===== src/hw/rtl/lcdmst_pkg.sv =====
// ----------------------------------------------------------------------------
// lcdmst_pkg
// shared types, timing constants and helpers for the lcd mode timing core
// ----------------------------------------------------------------------------
package lcdmst_pkg;

    localparam int unsigned DOT_W  = 9;
    localparam int unsigned LINE_W = 8;
    localparam int unsigned SRC_W  = 4;
    localparam int unsigned CFG_W  = 8;
    localparam int unsigned IDX_W  = 2;

    localparam logic [DOT_W-1:0]  DOTS_PER_LINE = 9'd456;
    localparam logic [DOT_W-1:0]  SEARCH_DOTS   = 9'd80;
    localparam logic [DOT_W-1:0]  DOT_MAX       = 9'd511;
    localparam logic [LINE_W-1:0] LAST_LINE     = 8'd153;
    localparam logic [LINE_W-1:0] VISIBLE_LINES = 8'd144;

    typedef enum logic [1:0] {
        MODE_HBLANK = 2'd0,
        MODE_VBLANK = 2'd1,
        MODE_OAM    = 2'd2,
        MODE_XFER   = 2'd3
    } mode_t;

    typedef enum logic [IDX_W-1:0] {
        REG_DISPLAY_ENABLE = 2'd0,
        REG_STAT_ENABLE    = 2'd1,
        REG_COMPARE_LINE   = 2'd2
    } reg_index_t;

    localparam logic [1:0] SRC_HBLANK = 2'd0;
    localparam logic [1:0] SRC_VBLANK = 2'd1;
    localparam logic [1:0] SRC_OAM    = 2'd2;
    localparam logic [1:0] SRC_LYC    = 2'd3;

    // returns {request, updated source lines}
    function automatic logic [SRC_W:0] drive_source(
        input logic [SRC_W-1:0] lines,
        input logic [SRC_W-1:0] enables,
        input logic [1:0]       idx,
        input logic             on
    );
        logic [SRC_W-1:0] upd;
        logic             req;
        upd = lines;
        req = 1'b0;
        if (on && enables[idx]) begin
            req      = (lines == '0);
            upd[idx] = 1'b1;
        end else begin
            upd[idx] = 1'b0;
        end
        return {req, upd};
    endfunction

    // mode code doubles as its stat source index, pixel transfer has none
    function automatic logic [1:0] mode_source(input mode_t mode);
        return 2'(mode);
    endfunction

endpackage


===== src/hw/rtl/lcd_mode_timing_stat_irq_core.sv =====
// ----------------------------------------------------------------------------
// lcd_mode_timing_stat_irq_core
// lcd controller dot timing: modes, line counter, line compare, stat/vblank irq
// ----------------------------------------------------------------------------
// Each item is one dot tick and yields one result item. The timing state
// (only while the display is enabled) and the result register are updated in
// the same cycle the tick is accepted, so a new tick is taken every cycle as
// long as the result register is free or being drained; throughput is one item
// per clock. Register writes are taken at any time and go through the
// configuration channel, which is always ready.
module lcd_mode_timing_stat_irq_core
    import lcdmst_pkg::*;
(
    input  logic              clk,
    input  logic              rst_n,

    input  logic              cfg_valid,
    output logic              cfg_ready,
    input  logic [IDX_W-1:0]  cfg_index,
    input  logic [CFG_W-1:0]  cfg_data,

    input  logic              in_valid,
    output logic              in_ready,
    input  logic              transfer_done,

    output logic              out_valid,
    input  logic              out_ready,
    output logic [1:0]        visible_mode,
    output logic [LINE_W-1:0] line_number,
    output logic              coincidence,
    output logic              stat_irq,
    output logic              vblank_irq
);

    logic              display_enable_reg;
    logic [SRC_W-1:0]  stat_enable_reg;
    logic [LINE_W-1:0] compare_line_reg;

    logic [DOT_W-1:0]  dot_count_reg, dot_count_next;
    mode_t             mode_reg, mode_next;
    mode_t             shown_reg, shown_next;
    logic [LINE_W-1:0] line_reg, line_next;
    logic [SRC_W-1:0]  irq_src_reg, irq_src_next;
    logic              match_reg, match_next;

    logic              out_valid_reg;
    mode_t             out_mode_reg;
    logic [LINE_W-1:0] out_line_reg;
    logic              out_match_reg;
    logic              out_stat_reg;
    logic              out_vblank_reg;

    logic              accept;
    logic [DOT_W-1:0]  dot_inc;
    logic [LINE_W:0]   line_inc;
    logic              lyc_check;
    logic              stat_pulse;
    logic              vblank_pulse;
    logic [SRC_W:0]    drv;

    assign cfg_ready = 1'b1;
    assign in_ready  = !out_valid_reg || out_ready;
    assign accept    = in_valid && in_ready;

    // config registers
    always_ff @(posedge clk or negedge rst_n)
    begin
        if (!rst_n)
        begin
            display_enable_reg <= 1'b0;
            stat_enable_reg    <= '0;
            compare_line_reg   <= '0;
        end
        else if (cfg_valid)
        begin
            case (reg_index_t'(cfg_index))
                REG_DISPLAY_ENABLE: display_enable_reg <= cfg_data[0];
                REG_STAT_ENABLE:    stat_enable_reg    <= cfg_data[SRC_W-1:0];
                REG_COMPARE_LINE:   compare_line_reg   <= cfg_data;
                default: ;
            endcase
        end
    end

    // dot, mode and line sequencing
    always_comb
    begin
        dot_inc        = (dot_count_reg < DOT_MAX) ? dot_count_reg + 9'd1 : dot_count_reg;
        line_inc       = {1'b0, line_reg} + 9'd1;
        dot_count_next = dot_inc;
        mode_next      = mode_reg;
        line_next      = line_reg;
        match_next     = match_reg;
        lyc_check      = 1'b0;
        case (mode_reg)
            MODE_OAM:
            begin
                if (dot_inc >= SEARCH_DOTS)
                    mode_next = MODE_XFER;
            end
            MODE_XFER:
            begin
                if (transfer_done)
                    mode_next = MODE_HBLANK;
            end
            MODE_HBLANK:
            begin
                if (dot_inc >= DOTS_PER_LINE)
                begin
                    line_next      = line_inc[LINE_W-1:0];
                    mode_next      = (line_inc[LINE_W-1:0] >= VISIBLE_LINES) ?
                                     MODE_VBLANK : MODE_OAM;
                    lyc_check      = 1'b1;
                    dot_count_next = '0;
                end
            end
            MODE_VBLANK:
            begin
                if (dot_inc >= DOTS_PER_LINE)
                begin
                    dot_count_next = '0;
                    if (line_inc > {1'b0, LAST_LINE})
                    begin
                        // frame wrap, no compare here
                        mode_next = MODE_OAM;
                        line_next = '0;
                    end
                    else
                    begin
                        line_next = line_inc[LINE_W-1:0];
                        lyc_check = 1'b1;
                    end
                end
            end
            default: ;
        endcase
        if (lyc_check)
            match_next = (line_next == compare_line_reg);
    end

    // visible mode, stat sources and irq requests
    always_comb
    begin
        shown_next   = shown_reg;
        irq_src_next = irq_src_reg;
        stat_pulse   = 1'b0;
        vblank_pulse = 1'b0;
        drv          = '0;
        if (shown_reg != mode_reg)
        begin
            shown_next = mode_reg;
            if (shown_reg == MODE_VBLANK)
            begin
                drv          = drive_source(irq_src_next, stat_enable_reg, SRC_OAM, 1'b0);
                irq_src_next = drv[SRC_W-1:0];
            end
            if (shown_reg != MODE_XFER)
            begin
                drv          = drive_source(irq_src_next, stat_enable_reg,
                                            mode_source(shown_reg), 1'b0);
                irq_src_next = drv[SRC_W-1:0];
            end
            if (mode_reg != MODE_XFER)
            begin
                drv          = drive_source(irq_src_next, stat_enable_reg,
                                            mode_source(mode_reg), 1'b1);
                irq_src_next = drv[SRC_W-1:0];
                stat_pulse   = stat_pulse | drv[SRC_W];
            end
            if (mode_reg == MODE_VBLANK)
            begin
                drv          = drive_source(irq_src_next, stat_enable_reg, SRC_OAM, 1'b1);
                irq_src_next = drv[SRC_W-1:0];
                stat_pulse   = stat_pulse | drv[SRC_W];
                vblank_pulse = 1'b1;
            end
        end
        if (lyc_check)
        begin
            drv          = drive_source(irq_src_next, stat_enable_reg, SRC_LYC, match_next);
            irq_src_next = drv[SRC_W-1:0];
            stat_pulse   = stat_pulse | drv[SRC_W];
        end
    end

    // timing state
    always_ff @(posedge clk or negedge rst_n)
    begin
        if (!rst_n)
        begin
            dot_count_reg <= '0;
            mode_reg      <= MODE_HBLANK;
            shown_reg     <= MODE_HBLANK;
            line_reg      <= '0;
            irq_src_reg   <= '0;
            match_reg     <= 1'b0;
        end
        else if (accept && display_enable_reg)
        begin
            dot_count_reg <= dot_count_next;
            mode_reg      <= mode_next;
            shown_reg     <= shown_next;
            line_reg      <= line_next;
            irq_src_reg   <= irq_src_next;
            match_reg     <= match_next;
        end
    end

    // result register
    always_ff @(posedge clk or negedge rst_n)
    begin
        if (!rst_n)
            out_valid_reg <= 1'b0;
        else if (accept)
            out_valid_reg <= 1'b1;
        else if (out_ready)
            out_valid_reg <= 1'b0;
    end

    always_ff @(posedge clk)
    begin
        if (accept)
        begin
            out_mode_reg   <= display_enable_reg ? shown_next : shown_reg;
            out_line_reg   <= display_enable_reg ? line_next  : line_reg;
            out_match_reg  <= display_enable_reg ? match_next : match_reg;
            out_stat_reg   <= display_enable_reg && stat_pulse;
            out_vblank_reg <= display_enable_reg && vblank_pulse;
        end
    end

    assign out_valid    = out_valid_reg;
    assign visible_mode = 2'(out_mode_reg);
    assign line_number  = out_line_reg;
    assign coincidence  = out_match_reg;
    assign stat_irq     = out_stat_reg;
    assign vblank_irq   = out_vblank_reg;

    // vblank mode exactly on the lines past the visible area
    a_vblank_lines: assert property (@(posedge clk) disable iff (!rst_n)
        (mode_reg == MODE_VBLANK) == (line_reg >= VISIBLE_LINES))
        else $error("internal mode disagrees with line counter");

    a_line_range: assert property (@(posedge clk) disable iff (!rst_n)
        line_reg <= LAST_LINE)
        else $error("line counter beyond last line");

    a_vblank_irq_mode: assert property (@(posedge clk) disable iff (!rst_n)
        out_valid_reg && out_vblank_reg |-> out_mode_reg == MODE_VBLANK)
        else $error("vblank request without vblank mode");

    a_stat_irq_src: assert property (@(posedge clk) disable iff (!rst_n)
        out_valid_reg && out_stat_reg |-> irq_src_reg != '0)
        else $error("stat request with stat line low");

    a_disabled_hold: assert property (@(posedge clk) disable iff (!rst_n)
        accept && !display_enable_reg |=> $stable(dot_count_reg) && $stable(line_reg))
        else $error("timing advanced while display disabled");

endmodule

===== config.mk =====
export PLATFORM = sky130hd
export DESIGN_NAME = lcd_mode_timing_stat_irq_core
export DESIGN_NICKNAME = d
export VERILOG_FILES = /design/src/hw/rtl/lcdmst_pkg.sv /design/src/hw/rtl/lcd_mode_timing_stat_irq_core.sv
export SDC_FILE = /design/constraint.sdc
export NUM_CORES = 1
export LEC_CHECK = 0
export ABC_AREA = 1
export CELL_PAD_IN_SITES_DETAIL_PLACEMENT = 1
export CELL_PAD_IN_SITES_GLOBAL_PLACEMENT = 1
export CORE_ASPECT_RATIO = 1.5
export CORE_MARGIN = 2
export CORE_UTILIZATION = 35
export CTS_CLUSTER_SIZE = 14
export DETAILED_ROUTE_END_ITERATION = 8
export DONT_BUFFER_PORTS = 1
export PLACE_DENSITY = 0.63
export SETUP_SLACK_MARGIN = 0.05
export SLEW_MARGIN = 20
export SYNTH_ARGS = -nofsm -noshare
export SYNTH_HDL_FRONTEND = slang
export SYNTH_SLANG_ARGS = --single-unit

===== constraint.sdc =====
create_clock -name clk -period 5.2 [get_ports clk]
set_clock_uncertainty 0.1 [all_clocks]
set_input_delay 0.26 -clock clk [delete_from_list [all_inputs] [get_ports clk]]
set_output_delay 0.26 -clock clk [all_outputs]
set_load 0.01 [all_outputs]

# ---- Word-level counts from Yosys, hierarchy flattened
# Index checks and enable logic that the tools add are counted.
dict set report totals {
  mem_bits_rw 0
  rom_bits 0
  latchBits 0
  in_bits 16
  n_memories 0
  output_inout_bits 16
  ff_bits 53
  wordCells 124
}
dict set report classes {
  div_mod_pow 0
  order_cmp 9
  n_mul 0
  add_sub_neg 2
  shifts 0
  n_reduce_logical 20
  n_bitwise 7
  n_eq_ne 15
  muxes 56
}
# operator n
set ops {}
lappend ops {{two-way mux 4 bit} 8}
lappend ops {{two-way mux 8 bit} 4}
lappend ops {{two-way mux 9 bit} 3}
lappend ops {{two-way mux 1 bit} 25}
lappend ops {{two-way mux 2 bit} 8}
lappend ops {{case mux 8 bit (2 select lines)} 1}
lappend ops {{!= test 2 bit (second input constant)} 7}
lappend ops {{zero test 4 bit} 3}
lappend ops {{adder 8 x 1 -> 9 bit (second input constant)} 1}
lappend ops {{adder 9 x 1 -> 9 bit (second input constant)} 1}
lappend ops {{greater-or-equal comparator 9 x 7 -> 1 bit (second input constant)} 1}
lappend ops {{greater-or-equal comparator 9 bit (second input constant)} 1}
lappend ops {{greater-than comparator 9 x 8 -> 1 bit (second input constant)} 1}
lappend ops {{less-than comparator 9 bit (second input constant)} 1}
lappend ops {{bitwise AND 4 bit} 2}
lappend ops {{== test 8 bit} 1}
lappend ops {{greater-or-equal comparator 8 bit (second input constant)} 1}
lappend ops {{inverter 4 bit} 2}
lappend ops {{case mux 2 bit (4 select lines)} 1}
lappend ops {{logical AND 1 bit} 7}
lappend ops {{== test 2 x 1 -> 1 bit (second input constant)} 3}
lappend ops {{== test 2 bit (second input constant)} 3}
lappend ops {{less-than comparator 2 x 3 -> 1 bit (second input constant)} 2}
lappend ops {{two-way mux 3 bit} 2}
lappend ops {{14 further kinds} 20}

# ---- Longest topological paths before layout
dict set report depth {
  depth_word 22
  depth_mapped 22
  ltp_nobuf 22
}

# ---- Worst setup path before layout
# OpenSTA, ideal clock, no wires.
dict set report synth_timing {
  kind {register -> register}
  from {register dot_count_reg[0]}
  to {register out_stat_reg (netlist: stat_irq) (data pin)}
  stages_incl_launch_ff 22
  synth_period_minus_slack_ps 2476
  setup_ps 269
  t_required_ps 4831
  n_path_buf 1
  t_arrival_ps 2107
  slack_ps 2724
  path_cell_list {dfrtp_1 -> ha_1 -> inv_1 -> nor2_2 -> nand3_1 -> nand2_1 -> nand2_1 -> nand2_1 -> nand2_1 -> nand2_2 -> buf_6 -> nand2_1 -> o21ai_1 -> nand2_2 -> o21ai_1 -> nand2_1 -> nand3_1 -> nor2_1 -> nand2_1 -> nand2_2 -> nand3_2 -> a21oi_2}
}
dict set report synth_via {
  elab_chain_cells 13
  elab_cells_between_ends 18
  classes_between {add/sub (1); order compare (2); eq/ne (1); mux (11); bitwise (1); reduce/logical (2)}
}
# element line
set synth_rtl {}
lappend synth_rtl {{start, declared} lcd_mode_timing_stat_irq_core.sv:39} ;# logic [DOT_W-1:0] dot_count_reg, dot_count_next;
lappend synth_rtl {{start signal, assigned} lcd_mode_timing_stat_irq_core.sv:200} ;# dot_count_reg <= dot_count_next;
lappend synth_rtl {{adder 9 x 1 -> 9 bit or less-than comparator 9 bit (tied branches)} lcd_mode_timing_stat_irq_core.sv:88} ;# dot_inc = (dot_count_reg < DOT_MAX) ? dot_count_reg + 9'd1 : dot_count_reg;
lappend synth_rtl {{two-way mux 9 bit (*)} lcd_mode_timing_stat_irq_core.sv:88}
lappend synth_rtl {{greater-or-equal comparator 9 bit (*)} {lcd_mode_timing_stat_irq_core.sv:108, lcd_mode_timing_stat_irq_core.sv:119}}
lappend synth_rtl {{two-way mux 8 bit, on equally long branches} {lcd_mode_timing_stat_irq_core.sv:119, lcd_mode_timing_stat_irq_core.sv:108}}
lappend synth_rtl {{case mux 8 bit (2 select lines)} lcd_mode_timing_stat_irq_core.sv:95} ;# case (mode_reg)
lappend synth_rtl {{== test 8 bit} lcd_mode_timing_stat_irq_core.sv:138} ;# match_next = (line_next == compare_line_reg);
lappend synth_rtl {{two-way mux 1 bit} lcd_mode_timing_stat_irq_core.sv:137} ;# if (lyc_check)
lappend synth_rtl {{logical AND 1 bit} lcdmst_pkg.sv:48} ;# if (on && enables[idx]) begin
lappend synth_rtl {{two-way mux 1 bit} lcdmst_pkg.sv:48}
lappend synth_rtl {{two-way mux 1 bit} lcd_mode_timing_stat_irq_core.sv:178} ;# if (lyc_check)
lappend synth_rtl {{bitwise OR 1 bit} lcd_mode_timing_stat_irq_core.sv:182} ;# stat_pulse = stat_pulse | drv[SRC_W];
lappend synth_rtl {{two-way mux 1 bit (*)} lcd_mode_timing_stat_irq_core.sv:178}
lappend synth_rtl {{logical AND 1 bit (*)} lcd_mode_timing_stat_irq_core.sv:227} ;# out_stat_reg <= display_enable_reg && stat_pulse;
lappend synth_rtl {{end signal, assigned} lcd_mode_timing_stat_irq_core.sv:227}
lappend synth_rtl {{end, declared} lcd_mode_timing_stat_irq_core.sv:50} ;# logic out_stat_reg;
# Mark *: on every way between the ends. The rest lies on a longest branch, timed or not. The select of a mux whose other input is x is not followed.
# A chain may end at the register's enable or synchronous reset.

# ---- Worst setup path in the final report
dict set report layout_timing {
  from {register dot_count_reg[8]}
  to {register out_stat_reg (netlist: stat_irq) (data pin)}
}
# The elaborated chain is that of the path after synthesis.

==> impl_metrics.py <==
metrics = {
    "setup_path": {
        "reg2reg_depth": 20,
        "cp-start-kind": "register",
        "crit_fanout": 12,
        "crit_start": "dot_count_reg[8]$_DFFE_PN0P_",
        "rr_endpoint": "stat_irq$_DFFE_PP_",
        "rrSetupSlack_ns": 2.06,
        "r2r_start": "dot_count_reg[8]$_DFFE_PN0P_",
        "critPathKind": "reg2reg",
        "arrival_ns": 3.20,
        "worstSetupEndpointType": "register",
        "cp.required_ns": 5.26,
    },
    "synthesis": {
        "synth_ff_type": "dfrtp_1",
        "synth_nets": 451,
        "synth_edf_count": 13,
        "yosysSeqAreaShare_pct": 42.9,
        "yosysMostFrequentCell": "nand2_1",
        "netlist.area_leader.share_pct": 30.9,
        "synthTopCellsByCount": "nand2_1, inv_1, dfrtp_1",
        "postSynthAreaPerCell_um2": 7.51,
        "synthTopCellsByArea": "dfrtp_1, nand2_1, edfxtp_1",
        "syn_inst": 432,
        "synthArstFlopShare_pct": 75.5,
        "syn-cell-area_um2": 3240,
        "ys_types": 36,
        "synth_top_cell_by_area": "dfrtp_1",
        "ys_warn_count": 0,
        "synth-seq-cells": 53,
    },
    "final_layout": {
        "finalNonFillerCells": 546,
        "drive_gt1_share_pct": 10.8,
        "largest_register_ffs": 9,
        "n_antenna_cell": 0,
        "multi_input_area_um2": 1560,
        "nets": 452,
        "area_growth_pct": 9.92,
        "regArea_um2": 1390,
        "fillers": 1153,
    },
    "die": {
        "start_util_pct": 35.5,
        "die_h_um": 122,
        "row_count": 43,
        "die_w_um": 82.6,
        "dieArea_um2": 10100,
        "coreArea_um2": 9150,
        "ios": 32,
    },
    "status": {
        "status": "finished clean",
    },
    "detailed_routing": {
        "vias_per_cell": 5.29,
        "drtIter0Drc": 109,
        "routed_wl_um": 9680,
        "first_pass_iters": 4,
        "drc": 0,
        "final_antenna_net_count": 0,
        "dr_total_vias": 2888,
        "wire_per_inst_um": 17.7,
    },
    "grt": {
        "grt_pass1_vias": 3038,
        "grt_pass1_wl_um": 15700,
        "antenna_found_initial": 0,
        "grt_remaining_overflow": 0,
        "grt_usage_pct": 21.2,
        "grt_max_degree": 41,
    },
    "placement": {
        "gp_routability_congestion": 0.922,
        "dp_slack_ns": 2.07,
        "placed_cells": 534,
        "portBuffers": 0,
        "dp_hpwl_um": 7370,
    },
    "timing": {
        "final.min_clock_period_ns": 3.14,
        "rsz0062_at_grt": "no",
        "fin_crit_sh_pct": 60.4,
        "fin_ws_ns": 2.06,
        "maxSlewViolCount": 0,
        "fin_tns_setup_ns": 0,
        "worst_slew_margin_rel_pct": 41.9,
        "fmax_mhz": 318,
        "hold_slack_ns": 0.0131,
        "final_hold_viol_count": 0,
        "finalSetupViolCount": 0,
        "tightest_slew_ns": 0.868,
    },
    "cts": {
        "cts-root-buf": "clkbuf_16",
        "clkSlewWorstSetupHoldPaths_ns": 0.07,
        "htree_levels": 2,
        "cts_num_sinks": 53,
        "cts_buffers": 5,
        "clk_latency_ns": 0.30,
        "cts_buffer_depth": 2,
        "cts_tree": "built",
    },
    "power_and_ir_drop": {
        "powerDensity_nw_per_um2": 530,
        "total_leakage_power_nw": 1.63,
        "power_mw": 1.89,
        "peakVddDrop_uv": 187,
    },
    "hold_path": {
        "hp-class": "in2reg",
        "holdPathStages": 2,
        "hold-path-endpoint": "compare_line_reg[7]$_DFFE_PN0P_",
        "min_from": "cfg_data[7]",
    },
    "flow_run": {
        "maxCapViolations": 0,
    },
}
==> cell usage in the layout, fill, tap and decap left out, types with 7 or more instances in the layout <==
master    count
nand4_1       7
nand2_2      13
a21oi_1      12
o22ai_1      15
dfrtp_1      40
nand3_1      32
nand2_1     118
nor2_1       28
inv_1        58
o21ai_0      35
edfxtp_1     13
==> per-layer routing <==
metal	vias up	part of all wire, %	global-route usage (%)
met4	0	2.9	8.71
met3	14	2.6	3.41
met5	-	0	0
met2	46	56	39.6
met1	1414	39	22.7
li1	1414	-	-
==> logic make-up (layout without fill, tap and decap cells) <==
logic type | after synthesis | count (layout) | share of synthesized area [%]
and+or+nand+nor | 217 | 217 | 31.1
adders and majority gates | 3 | 3 | 1.16
buffers and inverters | 73 | 75 | 9.03
other | 1 | 1 | 0.116
DFF | 53 | 53 | 42.9
muxes | 3 | 3 | 1.04
AOI/OAI and AO/OA | 79 | 79 | 13.9
xor gates and xnor gates | 3 | 3 | 0.810
==> worst max-delay path, stage by stage (launching register included) <==
cell,delay [ns]
dfrtp_1,0.45
nand2_1,0.09
nor2_2,0.15
nand3_2,0.28
nand2_1,0.30
nand2_1,0.08
nand2_1,0.08
nand2_2,0.20
nor2_4,0.18
inv_2,0.13
nand2_2,0.13
nand2_2,0.08
nand2_1,0.06
nand3_1,0.07
nor2_1,0.10
nand2_1,0.06
nor2_1,0.08
nand2_1,0.11
nand2_2,0.09
nand3_2,0.06
a21oi_2,0.11
==> how the worst max path moves through the flow <==
stage / to / slack (ns) / cells after the start
finish: stat_irq$_DFFE_PP_ / 2.06 / 20
detailed placement: stat_irq$_DFFE_PP_ / 2.07 / 20
CTS: stat_irq$_DFFE_PP_ / 2.03 / 20
global placement: stat_irq$_DFFE_PP_ / 2.06 / 20
floorplan: stat_irq$_DFFE_PP_ / 2.72 / 21
global route: stat_irq$_DFFE_PP_ / 1.73 / 20
==> through the flow <==
stage / instance area, um2 / utilization, %
final: 3560 / 39.0
after global routing: 3560 / 39.0
after CTS: 3560 / 39.0
after detailed placement: 3330 / 36.4
after global placement: 3330 / 36.4
after floorplan: 3240 / -
==> timing repair <==
action | CTS | global route
endpoints found under the hold margin | 42 | 0
hold buffers | 4 | 0
buffers inserted | 0 | 0
resized for setup | 0 | 0
==> power by group <==
group	internal (mW)	leakage [nW]	switching (mW)
sequential	0.564	0.632	0.168
clock	0.241	0.0831	0.159
combinational	0.252	0.912	0.505
total	1.06	1.63	0.832
==> layout make-up <==
cell class / instances / area share, %
clock buffers: 6 / 3.90
inverters: 62 / 6.53
well taps: 112 / 3.93
flip-flops and latches: 53 / 39.0
clock inverters: 2 / 1.05
repair buffers: 5 / 1.83
multi-input cells: 306 / 43.7
Power figures use the tool's default switching activity.
